[src/rtl/core/hsr_pkg.sv]
// ----------------------------------------------------------------------------
// hsr_pkg: shared constants for the Heron square root block
// Fixed-point formats, divider geometry and iteration limit defaults.
// ----------------------------------------------------------------------------
package hsr_pkg;

  // Radicand width and fractional bits of the Q format
  localparam int unsigned RadicandBits = 32;
  localparam int unsigned FractionBits = 16;

  // Divider works on the radicand scaled by 2^(2F); estimate has the same width
  localparam int unsigned TotalBits = RadicandBits + 2 * FractionBits;
  localparam int unsigned CountBits = $clog2(TotalBits);

  // Result and iteration count widths
  localparam int unsigned RootBits = 32;
  localparam int unsigned IterBits = 10;

  // Iteration limit after reset
  localparam logic [IterBits-1:0] MaxIterReset = IterBits'(998);

endpackage

[src/rtl/core/heron_square_root.sv]
// ----------------------------------------------------------------------------
// heron_square_root: integer square root in Q16.16 by Heron's iteration
// Shared restoring divider under a small sequencer; one radicand at a time.
// ----------------------------------------------------------------------------
// Takes an unsigned 32-bit radicand and returns its square root in unsigned
// Q16.16, starting from 1.0 and repeating x = (x + n/x)/2 until the estimate
// stops falling or max_iterations steps are spent. Each step runs one
// 64-bit restoring division, one quotient bit per cycle on the shared
// subtractor, followed by a sum state (StAdd) and a compare state (StCheck);
// a zero radicand or a zero limit goes from idle straight to the finish
// state. The input is taken only while the sequencer is idle; a finished
// result waits in the output register, so the next radicand may be taken
// before the result is read. max_iterations is written through cfg_we_i /
// cfg_wdata_i; the user must write it only while idle, as the block does
// not enforce this.
module heron_square_root
  import hsr_pkg::*;
(
  input  logic                    clk_i,
  input  logic                    rst_ni,
  // configuration
  input  logic                    cfg_we_i,
  input  logic [IterBits-1:0]     cfg_wdata_i,
  // input item
  input  logic                    in_valid_i,
  output logic                    in_ready_o,
  input  logic [RadicandBits-1:0] radicand_i,
  // result item
  output logic                    out_valid_o,
  input  logic                    out_ready_i,
  output logic [RootBits-1:0]     root_o,
  output logic [IterBits-1:0]     iterations_used_o,
  output logic                    converged_o
);

  typedef enum logic [4:0] {
    StIdle   = 5'b00001,
    StDiv    = 5'b00010,
    StAdd    = 5'b00100,
    StCheck  = 5'b01000,
    StFinish = 5'b10000
  } state_e;

  state_e                state_q, state_d;
  logic [IterBits-1:0]   max_iter_q;
  logic [TotalBits-1:0]  n_q;         // radicand, kept for every step
  logic [TotalBits-1:0]  dvd_q;       // scaled radicand, shifted out MSB first
  logic [TotalBits-1:0]  x_q, x_d;    // current estimate
  logic [TotalBits-1:0]  nx_q, nx_d;  // next estimate
  logic [TotalBits-1:0]  rem_q, rem_d;
  logic [TotalBits-1:0]  quo_q, quo_d;
  logic                  sat_q, sat_d;
  logic [CountBits-1:0]  cnt_q, cnt_d;
  logic [IterBits-1:0]   iter_q, iter_d;
  logic                  conv_q, conv_d;
  logic                  start_div;
  logic                  load_dvd;

  logic                  out_valid_q;
  logic [RootBits-1:0]   root_q;
  logic [IterBits-1:0]   used_q;
  logic                  conv_out_q;

  logic                  in_acc;
  logic                  out_load;
  logic [TotalBits-1:0]  rem_sh;
  logic [TotalBits:0]    trial;
  logic                  trial_ok;
  logic [TotalBits-1:0]  q_eff;
  logic [IterBits-1:0]   iter_inc;

  assign in_ready_o = (state_q == StIdle);
  assign in_acc     = in_valid_i && in_ready_o;
  assign out_load   = (state_q == StFinish) && (!out_valid_q || out_ready_i);

  // Divider step: shift in the next dividend bit and try the subtraction
  assign rem_sh   = {rem_q[TotalBits-2:0], dvd_q[TotalBits-1]};
  assign trial    = {rem_q[TotalBits-1], rem_sh} - {1'b0, x_q};
  assign trial_ok = !trial[TotalBits];

  // Saturate an overflowed quotient
  assign q_eff    = sat_q ? {TotalBits{1'b1}} : quo_q;
  assign iter_inc = iter_q + IterBits'(1);

  // Sequencer
  always_comb begin
    state_d   = state_q;
    x_d       = x_q;
    nx_d      = nx_q;
    rem_d     = rem_q;
    quo_d     = quo_q;
    sat_d     = sat_q;
    cnt_d     = cnt_q;
    iter_d    = iter_q;
    conv_d    = conv_q;
    start_div = 1'b0;
    load_dvd  = 1'b0;
    unique case (state_q)
      StIdle: begin
        if (in_acc) begin
          x_d    = TotalBits'(1) << FractionBits;
          iter_d = '0;
          conv_d = 1'b0;
          if (radicand_i == '0) begin
            x_d     = '0;
            conv_d  = 1'b1;
            state_d = StFinish;
          end else if (max_iter_q == '0) begin
            state_d = StFinish;
          end else begin
            start_div = 1'b1;
            state_d   = StDiv;
          end
        end
      end
      StDiv: begin
        sat_d = sat_q | quo_q[TotalBits-1];
        if (trial_ok) begin
          rem_d = trial[TotalBits-1:0];
          quo_d = {quo_q[TotalBits-2:0], 1'b1};
        end else begin
          rem_d = rem_sh;
          quo_d = {quo_q[TotalBits-2:0], 1'b0};
        end
        cnt_d = cnt_q - CountBits'(1);
        if (cnt_q == '0) begin
          state_d = StAdd;
        end
      end
      StAdd: begin
        nx_d    = (x_q >> 1) + (q_eff >> 1) + TotalBits'(x_q[0] & q_eff[0]);
        iter_d  = iter_inc;
        state_d = StCheck;
      end
      StCheck: begin
        if ((nx_q == x_q) || ((iter_q >= IterBits'(2)) && (nx_q > x_q))) begin
          conv_d  = 1'b1;
          state_d = StFinish;
        end else begin
          x_d = nx_q;
          if (iter_q == max_iter_q) begin
            state_d = StFinish;
          end else begin
            start_div = 1'b1;
            state_d   = StDiv;
          end
        end
      end
      StFinish: begin
        if (out_load) begin
          state_d = StIdle;
        end
      end
      default: state_d = StIdle;
    endcase

    // Prime the divider for a new step
    if (start_div) begin
      load_dvd = 1'b1;
      rem_d    = '0;
      quo_d    = '0;
      sat_d    = (x_d == '0);
      cnt_d    = CountBits'(TotalBits - 1);
    end
  end

  // Control registers
  always_ff @(posedge clk_i or negedge rst_ni) begin
    if (!rst_ni) begin
      state_q     <= StIdle;
      max_iter_q  <= MaxIterReset;
      out_valid_q <= 1'b0;
    end else begin
      state_q <= state_d;
      if (cfg_we_i) begin
        max_iter_q <= cfg_wdata_i;
      end
      if (out_load) begin
        out_valid_q <= 1'b1;
      end else if (out_ready_i) begin
        out_valid_q <= 1'b0;
      end
    end
  end

  // Datapath registers
  always_ff @(posedge clk_i) begin
    x_q    <= x_d;
    nx_q   <= nx_d;
    rem_q  <= rem_d;
    quo_q  <= quo_d;
    sat_q  <= sat_d;
    cnt_q  <= cnt_d;
    iter_q <= iter_d;
    conv_q <= conv_d;
    if (in_acc) begin
      n_q <= TotalBits'(radicand_i);
    end
    if (load_dvd) begin
      dvd_q <= (in_acc ? TotalBits'(radicand_i) : n_q) << (2 * FractionBits);
    end else if (state_q == StDiv) begin
      dvd_q <= dvd_q << 1;
    end
    // Hold the result until taken
    if (out_load) begin
      root_q     <= x_q[RootBits-1:0];
      used_q     <= iter_q;
      conv_out_q <= conv_q;
    end
  end

  assign out_valid_o       = out_valid_q;
  assign root_o            = root_q;
  assign iterations_used_o = used_q;
  assign converged_o       = conv_out_q;

endmodule

[config.mk]
export PLATFORM = sky130hd
export DESIGN_NAME = heron_square_root
export DESIGN_NICKNAME = d
export VERILOG_FILES = /design/src/rtl/core/hsr_pkg.sv /design/src/rtl/core/heron_square_root.sv
export SDC_FILE = /design/constraint.sdc
export NUM_CORES = 1
export LEC_CHECK = 0
export ABC_CLOCK_PERIOD_IN_PS = 4850
export BUFFER_PORTS_ARGS = -buffer_cell sky130_fd_sc_hd__buf_2
export CELL_PAD_IN_SITES_DETAIL_PLACEMENT = 0
export CELL_PAD_IN_SITES_GLOBAL_PLACEMENT = 1
export CORE_ASPECT_RATIO = 1.5
export CORE_UTILIZATION = 45
export CTS_BUF_LIST = sky130_fd_sc_hd__clkbuf_8
export CTS_CLUSTER_SIZE = 16
export DETAILED_ROUTE_END_ITERATION = 6
export PLACE_DENSITY = 0.83
export SLEW_MARGIN = 20
export SYNTH_ARGS = -nofsm -noshare
export SYNTH_HDL_FRONTEND = slang
export SYNTH_SLANG_ARGS = --single-unit
[constraint.sdc]
create_clock -name clk_i -period 4.85 [get_ports clk_i]
set_input_delay 0.7275 -clock clk_i [delete_from_list [all_inputs] [get_ports clk_i]]
set_output_delay 0.7275 -clock clk_i [all_outputs]
set_load 0.01 [all_outputs]
Yosys cells after proc, flatten, opt, wreduce, memory -nomap -nowiden
Index checks and enable logic that the tools add are counted.
Widths: inputs -> output; s select.
{"block": "totals", "ff_bits": 397, "elab_cells": 89, "inputBits": 47}
{"block": "classes", "reduce_logical": 18, "magnitude_cmp": 2, "addsub": 5, "mux": 35, "n_eq_ne": 11, "bitwise_logic": 2}
{"cell": "$mux 64", "n": 6}
{"cell": "$pmux 64 s2", "n": 1}
{"cell": "$sub 65x64->65", "n": 1}
{"cell": "$add 63x63->64", "n": 1}
{"cell": "$add 64x1->64", "n": 1}
{"cell": "$eq 64x64->1", "n": 1}
{"cell": "$gt 64x64->1", "n": 1}
{"cell": "$logic_not 64->1", "n": 1}
{"cell": "$mux 5", "n": 7}
{"cell": "$logic_not 32->1", "n": 1}
{"cell": "$mux 32", "n": 1}
{"cell": "$pmux 5 s5", "n": 1}
{"cell": "$pmux 10 s2", "n": 1}
{"cell": "$mux 17", "n": 1}
{"cell": "$mux 1", "n": 14}
{"cell": "$add 10x1->10 const B", "n": 1}
{"cell": "$eq 10x10->1", "n": 1}
{"cell": "$ge 10x2->1 const B", "n": 1}
{"cell": "$logic_not 10->1", "n": 1}
{"cell": "$mux 10", "n": 1}
{"cell": "$reduce_bool 2->1", "n": 5}
{"cell": "$logic_not 6->1", "n": 1}
{"cell": "$ne 2x2->1 const B", "n": 3}
{"cell": "$reduce_and 3->1", "n": 2}
{"cell": "14 further kinds", "n": 18}

Logic depth before layout (Yosys ltp)
{"block": "logic_depth", "depth_word": 7, "depth_mapped": 17}

Least setup slack after synthesis
Ideal clock, no wire load.
{"block": "synth_path", "path_type": "register -> register", "startpoint": "reg sat_q", "endpoint": "reg nx_q[61], data pin", "arrival_ns": 3.624, "setup_ns": 0.259, "path_stages_with_launch": 16, "path_slack_ns": 0.967, "path_buffers": 2, "period_less_slack_ns": 3.883, "t_required_ns": 4.591, "path_cell_list": "edfxtp_1 > clkbuf_1 > clkbuf_1 > or2_2 > ha_1 > and3_4 > nand3_1 > or3_4 > a2111oi_4 > o21a_4 > o21ai_4 > o41ai_4 > a211oi_2 > o31ai_1 > a21oi_1 > xnor2_1"}
{"block": "synth_between", "elab_chain_len": 3, "elab_cells_between_ends": 4, "classes_between": "add/sub: 2; mux: 1; bitwise: 1"}
{"item": "start, declared", "line": "heron_square_root.sv:52", "text": "logic sat_q, sat_d;"}
{"item": "start signal, assigned", "line": "heron_square_root.sv:192", "text": "sat_q <= sat_d;"}
{"item": "$mux 64 (*)", "line": "heron_square_root.sv:82", "text": "assign q_eff = sat_q ? {TotalBits{1'b1}} : quo_q;"}
{"item": "$add 63x63->64 or $and 1x1->1 (tied branches)", "line": "heron_square_root.sv:131", "text": "nx_d = (x_q >> 1) + (q_eff >> 1) + TotalBits'(x_q[0] & q_eff[0]);"}
{"item": "$add 64x1->64 (*)", "line": "heron_square_root.sv:131"}
{"item": "end signal, assigned", "line": "heron_square_root.sv:189", "text": "nx_q <= nx_d;"}
{"item": "end, declared", "line": "heron_square_root.sv:49", "text": "logic [TotalBits-1:0] nx_q, nx_d;"}
Every way passes the cells marked *; elsewhere a longest branch is shown, timed or not.
A chain may end at the register's enable or synchronous reset.

Worst setup path in the final report
{"block": "layout_path", "startpoint": "reg x_q[13]", "endpoint": "reg sat_q, data pin"}
{"block": "layout_between", "elab_chain_len": 7, "elab_cells_between_ends": 11, "classes_between": "order compare: 1; eq/ne: 1; mux: 6; reduce/logical: 3"}
{"item": "start, declared", "line": "heron_square_root.sv:48", "text": "logic [TotalBits-1:0] x_q, x_d;"}
{"item": "start signal, assigned", "line": "heron_square_root.sv:188", "text": "x_q <= x_d;"}
{"item": "$gt 64x64->1", "line": "heron_square_root.sv:136", "text": "if ((nx_q == x_q) || ((iter_q >= IterBits'(2)) && (nx_q > x_q))) begin"}
{"item": "$logic_and 1x1->1", "line": "heron_square_root.sv:136"}
{"item": "$logic_or 1x1->1 (*)", "line": "heron_square_root.sv:136"}
{"item": "$mux 64 (*)", "line": "heron_square_root.sv:136"}
{"item": "$pmux 64 s2 (*)", "line": "heron_square_root.sv:98", "text": "unique case (state_q)"}
{"item": "net x_d[16]", "line": "heron_square_root.sv:48"}
{"item": "$logic_not 64->1 (*)", "line": "heron_square_root.sv:162", "text": "sat_d = (x_d == '0);"}
{"item": "$mux 1 (*)", "line": "heron_square_root.sv:158", "text": "if (start_div) begin"}
{"item": "net sat_d", "line": "heron_square_root.sv:52"}
The timed path passes the listed nets; every way through them passes the cells marked *.

==> flow_summary_export.csv <==
group,metric,value,unit
place,dp.cells,3346,
worst_setup_path,worstSetupEndpointType,"register",
synthesis,synth_most_common_cell,"nand2_1",
clock_tree,cts_tree,"done",
synthesis,synthDistinctLibCells,88,
final_layout,area_growth,11.1,%
final_layout,fin_cells,3471,
clock_tree,cts_root_buffer,"clkbuf_8",
floorplanning,pin_count,92,
worst_setup_path,crit_type,"register to register",
floorplanning,die_w,189,um
worst_setup_path,critPathLaunchType,"register",
power,p_sw,8.21,mW
sta,worstMarginPinSlew,1.04,ns
routing,drt-total-wl,68800,um
floorplanning,die-area,53500,um2
place,portBuffers,91,
routing,wire_per_inst,19.8,um
final_layout,fill_cells,4966,
synthesis,synthTopCellsByArea,"dfxtp_1 (19%), edfxtp_1 (19%), ha_1 (10%), nand2_1 (6.5%), a21oi_1 (4.4%)",
sta,finalCritPeriodShare,94.7,%
sta,finalSetupTns,0,ns
place,gp_congestion,0.945,
power,cellPowerDensity,700,nW/um2
routing,firstDrtPassIters,7,
sta,slew_viol_final,0,
place,post-dp-hpwl,51900,um
floorplanning,num_rows,102,
power,p_sw_share,44.6,%
routing,ant_nets,0,
synthesis,synth_area_leader_cell,"dfxtp_1",
floorplanning,initial_core_util,45.6,%
worst_setup_path,worstPathMaxFanout,43,
sta,finalSetupViolations,0,
synthesis,avgSynthCellArea,8.86,um2
clock_tree,cts.reportedPaths.clkPinSlew,0.06,ns
synthesis,synthTopCellsByCount,"nand2_1 (408), dfxtp_1 (230), a21oi_1 (209), ha_1 (194), edfxtp_1 (151)",
routing,drc_errors,2,
sta,min_period,4.59,ns
clock_tree,clockBufferDepth,3,
synthesis,ys_seq_area_share,40.4,%
final_layout,nets,2984,
outcome,status,"complete, but fails checks",
worst_setup_path,cp.required,5.34,ns
floorplanning,core,51800,um2
power,irDropWorstVdd,0.614,mV
routing,vias,19936,
final_layout,regArea,9550,um2
grt,grt_max_degree,150,
power,p_clk_share,17.0,%
grt,grt_pass1_vias,19598,
job,max_cap_viol_count,0,
sta,rsz0062_at_grt,"no",
synthesis,synthesis.nets,2914,
outcome,violations,"DRC",
power,p_comb_share,57.8,%
synthesis,ys_ff_latch,397,
worst_hold_path,hp-class,"input pin to register",
synthesis,synth_cells,2670,
synthesis,synth.top_cell.area_share,19.5,%
clock_tree,insertion_delay,0.67,ns
clock_tree,post_cts_buffers,0,
sta,skew,0.0330,ns
final_layout,multi_input_area,13200,um2
synthesis,synth_area,23700,um2
sta,fmax,218,MHz
final_layout,drive_gt1_share,13.0,%
sta,hold_violations,0,
clock_tree,htreeDepth,3,
grt,overflow,0,
synthesis,synth-edff-count,151,
grt,antenna_found_initial,1,
sta,slew_headroom,30.5,%
routing,via_per_inst,5.74,
worst_setup_path,cp.arrival,5.08,ns
synthesis,yosysWarningCount,0,
floorplanning,dieHeight,283,um
synthesis,async_reset_ff_share,4.03,%
power,seq_power_share,25.1,%
routing,drt-initial-drc-count,1269,
grt,grt_pass1_wl,107000,um
power,p_int,10.2,mW
grt,track_usage,25.7,%
clock_tree,numCtsBuffers,66,
clock_tree,cts.sinks,397,
power,power.static_leakage,10.8,nW
synthesis,ys.flop_type,"dfxtp_1",
[final timing paths]
| path | end | start | slack [ns] | depth (start not counted) |
|---|---|---|---|---|
| min | n_q[2]$_DFF_P_ | radicand_i[2] | 0.28 | 3 |
| max | sat_q$_DFFE_PP_ | x_q[13]$_DFF_P_ | 0.26 | 14 |
| min in group asynchronous | max_iter_q[4]$_DFFE_PN0P_ | rst_ni | 0.54 | 2 |
| max reg2reg | sat_q$_DFFE_PP_ | x_q[13]$_DFF_P_ | 0.26 | 14 |
| max in group asynchronous | max_iter_q[2]$_DFFE_PN1P_ | rst_ni | 3.99 | 2 |
| min reg2reg | converged_o$_DFFE_PP_ | conv_q$_SDFFCE_PP1P_ | 0.43 | 0 |
[state kept, by name (all words and copies together), names as in the netlist]
| signal | flops |
|---|---|
| x_q | 64 |
| max_iter_q | 10 |
| sat_q | 1 |
| nx_q | 64 |
| quo_q | 64 |
| rem_q | 64 |
| iterations_used_o | 10 |
| converged_o | 1 |
| dvd_q | 32 |
| n_q | 32 |
| out_valid_o | 1 |
| iter_q | 10 |
| root_o | 32 |
| state_q | 5 |
| cnt_q | 6 |
| conv_q | 1 |
[critical path, stage by stage, from the launching register on]
cell       delay [ns]
dfxtp_1          0.59
inv_1            0.16
ha_1             0.34
nand4_1          0.16
or3_1            0.50
a21oi_1          0.15
or4b_1           0.23
nand4_1          0.14
a31oi_2          0.42
nor3_4           0.14
buf_12           0.21
a21oi_1          0.20
o31ai_2          0.21
or4_1            0.67
o2bb2ai_1        0.26
[cell families after synthesis]
family          count (synthesis)  synth area share [%]
buf+inv                       243                  4.03
mux                            51                  2.39
compound gates                736                  19.6
fa+ha+maj                     197                  10.5
simple gates                  912                  18.1
xor+xnor                      134                  4.99
flops                         397                  40.4
[placed cells by master (no fill, tap or decap), types with 18 or more instances in the layout]
cell type  instances
clkbuf_8          80
xor2_1            54
nand2b_1          18
nor2b_1           22
nor2_1           126
o21bai_1          23
nand2_1          408
ha_1             194
edfxtp_1         151
a21oi_1          209
o21ai_1           74
nand4_1           56
a21o_1            69
buf_4             33
inv_1            130
dfxtp_1          230
o21ai_0          132
nand3_1           75
buf_2             91
o31ai_1           69
nor4_1            47
o21a_1            24
mux2_2            27
a211oi_1          22
xnor2_1           78
or2_2             66
nor3_1            36
[per-layer routing]
layer	vias up	GRT usage [%]	wire length, um
met4	0	15.1	3780
met1	9397	30.1	28500
met3	159	3.05	2990
li1	9816	-	-
met5	-	0	0
met2	564	45.2	33500
[per-stage QoR]
step                setup WS [ns]  hold WS [ns]  cell area [um2]  power, mW  utilization (%)
finish                      0.255         0.280            26300       18.4             50.7
global route                0.169         0.289            26300       19.7             50.7
CTS                        0.0902         0.240            26200       18.4             50.6
detailed placement        -0.0547         0.420            24900       15.2             48.0
global placement          -0.0761         0.420            24900       15.1             48.0
floorplan                   0.967         0.400            23700       12.6                -
[power by group through the flow]
stage / registers, mW / clock network (mW) / logic [mW]
2_1_floorplan: 4.52 / 0 / 8.04
3_3_place_gp: 4.66 / 0 / 10.5
3_5_place_dp: 4.68 / 0 / 10.5
4_1_cts: 4.62 / 3.21 / 10.6
5_1_grt: 4.68 / 3.34 / 11.7
6_report: 4.62 / 3.13 / 10.6
[final cells by class]
class / count / share of cell area (%)
multi-input cells: 2030 / 50.3
inverters: 112 / 1.60
diodes: 1 / 0.00953
flip-flops and latches: 397 / 36.3
well taps: 676 / 3.22
clock buffers: 80 / 4.19
clock inverters: 42 / 1.03
repair buffers: 133 / 3.32
[what timing repair did]
action | in CTS | in global routing
hold buffers | 1 | 0
gates cloned | 0 | 0
hold endpoints to repair | 8 | 0
endpoints found under the setup margin | 1 | 1
resized for setup | 1 | 1
(Power assumes the default switching activity.)
